**src/hw/rtl/psfla_pkg.sv**
```systemverilog
// Package for the packet switch frame lock arbiter.
// Holds the fixed port geometry, field widths and the per-egress status word.
// No dependencies.
package psfla_pkg;

  // The ports on the top level are always sized for four ingress and egress ports.
  localparam int unsigned PortsMax = 4;
  // Width of a destination or select field.
  localparam int unsigned DestW    = 2;
  // Width of a wait count as it appears on the result word.
  localparam int unsigned OutCntW  = 32;

  // Status of one egress arbiter for the word being processed.
  typedef struct packed {
    logic             active;
    logic             lost;
    logic [DestW-1:0] sel;
  } egr_status_t;

endpackage

```
**src/hw/rtl/psfla_egress_arb.sv**
```systemverilog
// One egress arbiter: frame lock, locked ingress and round-robin pointer.
// Depends on psfla_pkg.
module psfla_egress_arb import psfla_pkg::*; #(
  parameter int unsigned NUM_PORTS = 4,
  parameter int unsigned EGRESS_ID = 0
) (
  input  logic                           clk_i,
  input  logic                           rst_ni,
  input  logic                           step_i,
  input  logic [PortsMax-1:0]            vld_i,
  input  logic [PortsMax-1:0]            lst_i,
  input  logic [PortsMax-1:0][DestW-1:0] dst_i,
  output logic [PortsMax-1:0]            grant_o,
  output egr_status_t                    status_o
);

  localparam int unsigned IdxW = $clog2(NUM_PORTS);

  logic            lock_q, lock_d;
  logic [IdxW-1:0] lidx_q, lidx_d;
  logic [IdxW-1:0] ptr_q, ptr_d;
  logic [NUM_PORTS-1:0] req;

  // Advance an ingress index by one with wrap at the port count.
  function automatic logic [IdxW-1:0] next_port(logic [IdxW-1:0] p);
    logic [IdxW-1:0] r;
    if (p == IdxW'(NUM_PORTS - 1)) begin
      r = '0;
    end else begin
      r = p + IdxW'(1);
    end
    return r;
  endfunction

  // Requests addressed to this egress.
  always_comb begin
    for (int i = 0; i < NUM_PORTS; i++) begin
      req[i] = vld_i[i] && (dst_i[i] == DestW'(EGRESS_ID));
    end
  end

  // Lock check, then a round-robin search if the lock did not grant.
  always_comb begin
    logic            done;
    logic            found;
    logic [IdxW-1:0] ptr_eff;
    logic [IdxW-1:0] idx;
    logic [IdxW-1:0] pick;
    lock_d   = lock_q;
    lidx_d   = lidx_q;
    ptr_d    = ptr_q;
    grant_o  = '0;
    status_o = '0;
    done     = 1'b0;
    found    = 1'b0;
    ptr_eff  = ptr_q;
    idx      = ptr_q;
    pick     = '0;

    if (lock_q) begin
      if (req[lidx_q]) begin
        grant_o[lidx_q] = 1'b1;
        status_o.active = 1'b1;
        status_o.sel    = DestW'(lidx_q);
        done            = 1'b1;
        if (lst_i[lidx_q]) begin
          lock_d = 1'b0;
          ptr_d  = next_port(lidx_q);
        end
      end else begin
        // Locked ingress went away or changed destination.
        status_o.lost = 1'b1;
        lock_d        = 1'b0;
        ptr_d         = next_port(lidx_q);
        ptr_eff       = next_port(lidx_q);
      end
    end

    if (!done) begin
      idx = ptr_eff;
      for (int k = 0; k < NUM_PORTS; k++) begin
        if (!found && req[idx]) begin
          found = 1'b1;
          pick  = idx;
        end
        idx = next_port(idx);
      end
      if (found) begin
        grant_o[pick]   = 1'b1;
        status_o.active = 1'b1;
        status_o.sel    = DestW'(pick);
        if (lst_i[pick]) begin
          lock_d = 1'b0;
          ptr_d  = next_port(pick);
        end else begin
          lock_d = 1'b1;
          lidx_d = pick;
        end
      end
    end
  end

  // Arbiter state moves only when a word passes to the result register.
  always_ff @(posedge clk_i or negedge rst_ni) begin
    if (!rst_ni) begin
      lock_q <= 1'b0;
      lidx_q <= '0;
      ptr_q  <= '0;
    end else if (step_i) begin
      lock_q <= lock_d;
      lidx_q <= lidx_d;
      ptr_q  <= ptr_d;
    end
  end

endmodule

```
**src/hw/rtl/psfla_wait_ctr.sv**
```systemverilog
// Saturating wait counter for one ingress port.
// Depends on psfla_pkg.
module psfla_wait_ctr import psfla_pkg::*; #(
  parameter int unsigned COUNT_WIDTH = 32
) (
  input  logic               clk_i,
  input  logic               rst_ni,
  input  logic               step_i,
  input  logic               inc_i,
  output logic [OutCntW-1:0] cnt_o
);

  logic [COUNT_WIDTH-1:0] cnt_q, cnt_d;

  // Count up unless already at the top value.
  always_comb begin
    cnt_d = cnt_q;
    if (inc_i && (cnt_q != '1)) begin
      cnt_d = cnt_q + COUNT_WIDTH'(1);
    end
  end

  always_ff @(posedge clk_i or negedge rst_ni) begin
    if (!rst_ni) begin
      cnt_q <= '0;
    end else if (step_i) begin
      cnt_q <= cnt_d;
    end
  end

  // The counter loads together with the result register, so it serves as
  // the result field directly.
  assign cnt_o = OutCntW'(cnt_q);

endmodule

```
**src/hw/rtl/packet_switch_frame_lock_arbiter_top.sv**
```systemverilog
// Top level of the packet switch frame lock arbiter.
// Depends on psfla_pkg, psfla_egress_arb and psfla_wait_ctr.
//
// Usage: each input word is one switch cycle, with valid, last and destination
// for every ingress port. It enters on the in_valid_i / in_ready_o channel.
// Each result word gives the grants, active egresses, lost locks, per-egress
// select and the per-ingress saturating wait counts after that cycle, on the
// out_valid_o / out_ready_i channel.
// Path: a word accepted into the input register passes to the result register
// when that register is free or being taken, and its result word is then
// offered on out_valid_o.
// Throughput: one word per cycle while the receiver takes every result word; the
// arbitration for a word is a single pass of logic from the input register to the
// result register, and the arbiter state updates in that same step.
// Stall: when the receiver holds out_ready_i low, the result word holds and
// the input register keeps one more word; after that in_ready_o goes low.
// Reset: rst_ni clears both valid flags, all frame locks, round-robin
// pointers and wait counters.
module packet_switch_frame_lock_arbiter_top import psfla_pkg::*; #(
  parameter int unsigned NUM_PORTS   = 4,
  parameter int unsigned COUNT_WIDTH = 32
) (
  input  logic               clk_i,
  input  logic               rst_ni,
  input  logic               in_valid_i,
  output logic               in_ready_o,
  input  logic               ingress_valid_0_i,
  input  logic               ingress_valid_1_i,
  input  logic               ingress_valid_2_i,
  input  logic               ingress_valid_3_i,
  input  logic               ingress_last_0_i,
  input  logic               ingress_last_1_i,
  input  logic               ingress_last_2_i,
  input  logic               ingress_last_3_i,
  input  logic [DestW-1:0]   ingress_dest_0_i,
  input  logic [DestW-1:0]   ingress_dest_1_i,
  input  logic [DestW-1:0]   ingress_dest_2_i,
  input  logic [DestW-1:0]   ingress_dest_3_i,
  output logic               out_valid_o,
  input  logic               out_ready_i,
  output logic [3:0]         grant_mask_o,
  output logic [3:0]         egress_active_mask_o,
  output logic [3:0]         lock_lost_mask_o,
  output logic [DestW-1:0]   egress_select_0_o,
  output logic [DestW-1:0]   egress_select_1_o,
  output logic [DestW-1:0]   egress_select_2_o,
  output logic [DestW-1:0]   egress_select_3_o,
  output logic [OutCntW-1:0] wait_count_0_o,
  output logic [OutCntW-1:0] wait_count_1_o,
  output logic [OutCntW-1:0] wait_count_2_o,
  output logic [OutCntW-1:0] wait_count_3_o
);

  logic                           s1_vld_q;
  logic [PortsMax-1:0]            vld_q;
  logic [PortsMax-1:0]            lst_q;
  logic [PortsMax-1:0][DestW-1:0] dst_q;
  logic                           out_vld_q;
  logic                           out_free;
  logic                           step;

  logic [PortsMax-1:0][PortsMax-1:0] egr_grant;
  egr_status_t [PortsMax-1:0]        egr_status;
  logic [PortsMax-1:0]               grant_all;
  logic [PortsMax-1:0]               inc;
  logic [PortsMax-1:0][OutCntW-1:0]  cnt;

  logic [3:0]                 grant_q;
  logic [3:0]                 active_q;
  logic [3:0]                 lost_q;
  logic [PortsMax-1:0][DestW-1:0] sel_q;

  // Handshake: the result register frees when empty or taken; the input
  // register takes a word when it is empty or moving on.
  assign out_free    = !out_vld_q || out_ready_i;
  assign step        = s1_vld_q && out_free;
  assign in_ready_o  = !s1_vld_q || out_free;
  assign out_valid_o = out_vld_q;

  // Valid flags of both registers.
  always_ff @(posedge clk_i or negedge rst_ni) begin
    if (!rst_ni) begin
      s1_vld_q  <= 1'b0;
      out_vld_q <= 1'b0;
    end else begin
      if (in_ready_o) begin
        s1_vld_q <= in_valid_i;
      end
      if (out_free) begin
        out_vld_q <= s1_vld_q;
      end
    end
  end

  // Input register.
  always_ff @(posedge clk_i) begin
    if (in_valid_i && in_ready_o) begin
      vld_q <= {ingress_valid_3_i, ingress_valid_2_i, ingress_valid_1_i, ingress_valid_0_i};
      lst_q <= {ingress_last_3_i, ingress_last_2_i, ingress_last_1_i, ingress_last_0_i};
      dst_q <= {ingress_dest_3_i, ingress_dest_2_i, ingress_dest_1_i, ingress_dest_0_i};
    end
  end

  // Egress arbiters; egresses beyond the port count stay idle.
  for (genvar e = 0; e < PortsMax; e++) begin : g_egr
    if (e < NUM_PORTS) begin : g_on
      psfla_egress_arb #(
        .NUM_PORTS (NUM_PORTS),
        .EGRESS_ID (e)
      ) u_arb (
        .clk_i    (clk_i),
        .rst_ni   (rst_ni),
        .step_i   (step),
        .vld_i    (vld_q),
        .lst_i    (lst_q),
        .dst_i    (dst_q),
        .grant_o  (egr_grant[e]),
        .status_o (egr_status[e])
      );
    end else begin : g_off
      assign egr_grant[e]  = '0;
      assign egr_status[e] = '0;
    end
  end

  // Merge the grants; an ingress addresses one egress, so at most one grants it.
  always_comb begin
    grant_all = '0;
    for (int e = 0; e < PortsMax; e++) begin
      grant_all = grant_all | egr_grant[e];
    end
  end

  // Wait counters count valid, addressable and ungranted beats.
  for (genvar i = 0; i < PortsMax; i++) begin : g_cnt
    if (i < NUM_PORTS) begin : g_on
      assign inc[i] = vld_q[i] && (32'(dst_q[i]) < NUM_PORTS) && !grant_all[i];
      psfla_wait_ctr #(
        .COUNT_WIDTH (COUNT_WIDTH)
      ) u_ctr (
        .clk_i  (clk_i),
        .rst_ni (rst_ni),
        .step_i (step),
        .inc_i  (inc[i]),
        .cnt_o  (cnt[i])
      );
    end else begin : g_off
      assign inc[i] = 1'b0;
      assign cnt[i] = '0;
    end
  end

  // Result register for the arbitration fields.
  always_ff @(posedge clk_i) begin
    if (step) begin
      grant_q <= grant_all;
      for (int e = 0; e < PortsMax; e++) begin
        active_q[e] <= egr_status[e].active;
        lost_q[e]   <= egr_status[e].lost;
        sel_q[e]    <= egr_status[e].sel;
      end
    end
  end

  assign grant_mask_o         = grant_q;
  assign egress_active_mask_o = active_q;
  assign lock_lost_mask_o     = lost_q;
  assign egress_select_0_o    = sel_q[0];
  assign egress_select_1_o    = sel_q[1];
  assign egress_select_2_o    = sel_q[2];
  assign egress_select_3_o    = sel_q[3];
  assign wait_count_0_o       = cnt[0];
  assign wait_count_1_o       = cnt[1];
  assign wait_count_2_o       = cnt[2];
  assign wait_count_3_o       = cnt[3];

endmodule

```
**config.mk**
```make
export PLATFORM = sky130hd
export DESIGN_NAME = packet_switch_frame_lock_arbiter_top
export DESIGN_NICKNAME = d
export VERILOG_FILES = /design/src/hw/rtl/psfla_pkg.sv /design/src/hw/rtl/psfla_egress_arb.sv /design/src/hw/rtl/psfla_wait_ctr.sv /design/src/hw/rtl/packet_switch_frame_lock_arbiter_top.sv
export SDC_FILE = /design/constraint.sdc
export NUM_CORES = 1
export LEC_CHECK = 0
export ABC_AREA = 1
export BUFFER_PORTS_ARGS = -buffer_cell sky130_fd_sc_hd__buf_2
export CAP_MARGIN = 20
export CORE_MARGIN = 5
export CORE_UTILIZATION = 55
export DETAILED_ROUTE_END_ITERATION = 10
export HOLD_SLACK_MARGIN = 0.05
export PLACE_DENSITY = 0.78
export SLEW_MARGIN = 10
export SYNTH_ARGS = -nofsm -noshare
export SYNTH_HDL_FRONTEND = slang
export SYNTH_SLANG_ARGS = --single-unit
export TNS_END_PERCENT = 10
```
**constraint.sdc**
```tcl
create_clock -name clk_i -period 6.1 [get_ports clk_i]
set_clock_uncertainty 0.05 [all_clocks]
set_input_delay 0.915 -clock clk_i [delete_from_list [all_inputs] [get_ports clk_i]]
set_output_delay 0.915 -clock clk_i [all_outputs]
set_load 0.03 [all_outputs]
```
==> impl_metrics.yaml <==
routing:
  vias: 12700
  antenna_violating_nets_post_route: 0
  initialDrtViolationCount: 1113
  avgViaCountPerCell: 5.47
  drt_first_pass_iters: 6
  wl_per_cell_um: 15.6
  drc: 0
  wl_um: 36300
place:
  numPlacedInstances: 2297
  place.detailed.hpwl_um: 27200
  gp_routability_congestion: 0.974
  dpl_cell_area_mm2: 0.0144
  port-buffer-count: 169
setup_path:
  required_time_at_the_endpoint_of_the_critical_path_ps: 6340
  crit_path_start_kind: "register"
  crit_fanout: 63
  setup.reg_to_reg.worst_slack_ps: 1460
  worstSetupEndpointType: "register"
  crit_chain: "inv_1 -> nand3_1 -> nand2_1 -> nand3_4 -> nand3_4 -> nand2_4 -> nand2_4 -> inv_1 -> ha_1 -> inv_1 -> nand3_2 -> nand2_1 -> nand3_1 -> nand2_1 -> nor2_2 -> nand2_2 -> nor2_1 -> nor2_1 -> inv_1 -> ha_1 -> a21oi_2 -> nand3_4 -> nand2_1 -> o21ai_1"
  r2r-start: "dst_q[0]"
  worstSetupPathType: "register to register"
  critical-path-slowest-cell: "nand3_4"
  cp_slowest_stage_delay_ps: 540
  reg2reg_to: "g_cnt[3].g_on.u_ctr.cnt_o[14]"
  timing.critical_path.arrival_ps: 4870
  ff2ff_path_depth: 24
cts:
  clk_pin_slew_ps: 80
  h-tree-depth: 4
  max-clock-path-buffers: 2
  ctsRootBufferMaster: "clkbuf_16"
  cts_hold_buffers: 0
  number_of_gates_resized_after_cts: 0
  postCtsSetupRepairBufs: 0
  cts_made_buffers: 17
  tritoncts: "yes"
  cts_sinks: 186
  worstSkewPairLatency_ps: 440
layout:
  mostFrequentLayoutCell: "nand2_1"
  antennaDiodeCount: 0
  final_design_area_no_fill_mm2: 0.0150
  multi_input_comb_area_mm2: 0.00745
  instances_no_fill: 2329
  mostFrequentLayoutCells: "582 x nand2_1, 201 x inv_1, 168 x buf_2"
  final_layout_size_suffix_gt1_share_pct: 16.2
  areaGrowthSynthToFinish_pct: 12.2
  fill_cells: 2252
  finish.utilization_pct: 62.2
  final_net_count: 2047
  register_area_mm2: 0.00483
timing:
  fmax_mhz: 216
  report.final.setup_viol: 0
  period_share_pct: 76.0
  tns_ps: 0
  relSlewSlack_pct: 35.0
  drv_slew: 0
  finalCriticalPeriod_ps: 4640
  grt_setup_unrepaired: "false"
  tightestPinTransition_ps: 974
  final_hold_viol_count: 0
logic_synthesis:
  yosysWarningCount: 0
  syn_area_mm2: 0.0134
  synth_edf_count: 36
  postSynthAreaPerCell_um2: 7.31
  synth.yosys.seq_area_share_pct: 36.2
  commonest_register_cell_after_synthesis: "dfrtp_1"
  postSynthCellCount: 1829
  postSynthRegisterBits: 186
  postSynthNetCount: 1884
  async_flop_share_pct: 80.6
  post_synth_num_cell_types: 47
power_and_ir_drop:
  vdd_drop_max_uv: 610
  p_sw_w: 0.00502
  pwr_per_cell_area_mw_per_mm2: 596
  total_power_w: 0.00894
  power.leakage_nw: 7.38
  power.combinational.fraction_pct: 65.8
  cell_internal_pwr_w: 0.00393
  p_seq_share_pct: 21.1
  clkPwrFrac_pct: 13.0
  power.share.switching_pct: 56.1
floorplanning:
  ioPinCount: 170
  coreArea_mm2: 0.0241
  fp.dieH_um: 166
  initial_core_util_pct: 55.5
  die_width_um: 166
  num_rows: 57
  dieArea_mm2: 0.0275
grt:
  antenna_violations_before_repair: 3
  global_route.usage.total_pct: 26.2
  grt_max_degree: 71
  global_route.overflow_total: 0
  grt_pass1_vias: 12300
  global_route_wire_length_before_repair_um: 61300
run:
  timing.max_cap.violations: 0
outcome:
  status: "complete, no violations"
min_path:
  min_path_type: "primary input to asynchronous set/reset pin"
stage by stage:
stage	hold slack (ps)	setup slack, ps
after global placement	438	1670
after floorplan	414	2640
after detailed placement	443	1570
after global routing	241	968
after CTS	240	1520
final	246	1460
flip-flops by register name, summed over array words and instances (netlist names):
register and count:
out_valid_o 1, egress_select_0_o 2, egress_active_mask_o 4, egress_select_1_o 2, egress_select_3_o 2, g_egr.g_on.u_arb.ptr_q 8, s1_vld_q 1, g_egr.g_on.u_arb.lidx_q 8
egress_select_2_o 2, grant_mask_o 4, lock_lost_mask_o 4, lst_q 4, dst_q 8, g_cnt.g_on.u_ctr.cnt_o 128, vld_q 4, g_egr.g_on.u_arb.lock_q 4
cells in the mapped netlist (3+ instances only):
cell      instances  area (um^2)
a21oi_1          11         55.1
edfxtp_1         36         1080
o21ai_2          17          149
nor2_2            4         25.0
nor2_4            6         67.6
nand3b_1          5         37.5
ha_1             35          438
buf_6            14          158
inv_2            15         56.3
dfrtp_1         150         3750
nand2_1         582         2180
clkbuf_1          3         11.3
xnor2_1          24          210
nand4_1          41          257
nand2_2          33          206
buf_8             3         45.0
o21ai_0          45          225
a221oi_1          4         35.0
nor3_1           72          360
inv_1           202          758
o21ai_1          48          240
nor2_8            3         60.1
o22ai_1           5         31.3
nand2_4           8         90.1
nor4_1           29          181
xor2_1           89          780
a22o_1            4         35.0
nand3_2          13          130
nand3_1         164          821
buf_4             3         22.5
nor2_1          128          480
nand3_4           8          140
buf_2             5         25.0
layer usage:
layer / up-vias / wire length [um] / GRT usage (%)
met4: 6 / 796 / 8.18
met1: 5885 / 16100 / 35.3
met3: 67 / 2420 / 4.88
li1: 6279 / - / -
met2: 500 / 16900 / 43.3
met5: - / 29 / 0
worst max-delay path: cells and delay by family (launching register included):
family | cells | cell delay [ps]
AO/OA/AOI/OAI | 2 | 340
adder cells (fa/ha/maj) | 2 | 460
AND/OR/NAND/NOR | 16 | 2650
flip-flops | 1 | 410
buffers and inverters | 4 | 560
worst max path at each step:
stage / start / end / slack (ps) / cells after the start
3_5_place_dp: dst_q[0] / g_cnt[3].g_on.u_ctr.cnt_o[0] / 1570 / 23
6_report: dst_q[0] / g_cnt[3].g_on.u_ctr.cnt_o[14] / 1460 / 24
2_1_floorplan: dst_q[0] / g_cnt[2].g_on.u_ctr.cnt_o[7] / 2640 / 27
4_1_cts: dst_q[0] / g_cnt[3].g_on.u_ctr.cnt_o[14] / 1520 / 24
5_1_grt: dst_q[0] / g_cnt[3].g_on.u_ctr.cnt_o[14] / 970 / 24
3_3_place_gp: dst_q[0] / g_cnt[3].g_on.u_ctr.cnt_o[0] / 1670 / 23
power groups by stage:
stage / registers (W) / clock network (W) / logic, W
2_1_floorplan: 0.00220 / 0 / 0.00450
3_3_place_gp: 0.00189 / 0 / 0.00569
3_5_place_dp: 0.00190 / 0 / 0.00582
4_1_cts: 0.00188 / 0.00119 / 0.00585
5_1_grt: 0.00193 / 0.00124 / 0.00651
6_report: 0.00189 / 0.00117 / 0.00589
cell families (layout without fill, tap and decap cells):
| group | count (synthesis) | count (layout) | synth area share (%) |
|---|---|---|---|
| adder cells (fa/ha/maj) | 35 | 35 | 3.27 |
| multiplexers | 1 | 1 | 0.0749 |
| AO/OA/AOI/OAI | 143 | 143 | 6.54 |
| flip-flops | 186 | 186 | 36.2 |
| AND/OR/NAND/NOR | 1103 | 1103 | 38.4 |
| XOR/XNOR | 113 | 113 | 7.40 |
| buffers and inverters | 248 | 424 | 8.21 |
cell type report:
cell class / instances / area share, %
multi-input cells: 1395 / 49.6
flip-flops and latches: 186 / 32.2
repair buffers: 174 / 5.93
inverters: 218 / 5.47
clock buffers: 20 / 3.19
well taps: 324 / 2.70
clock inverters: 12 / 0.842
Power figures use the tool's default switching activity.
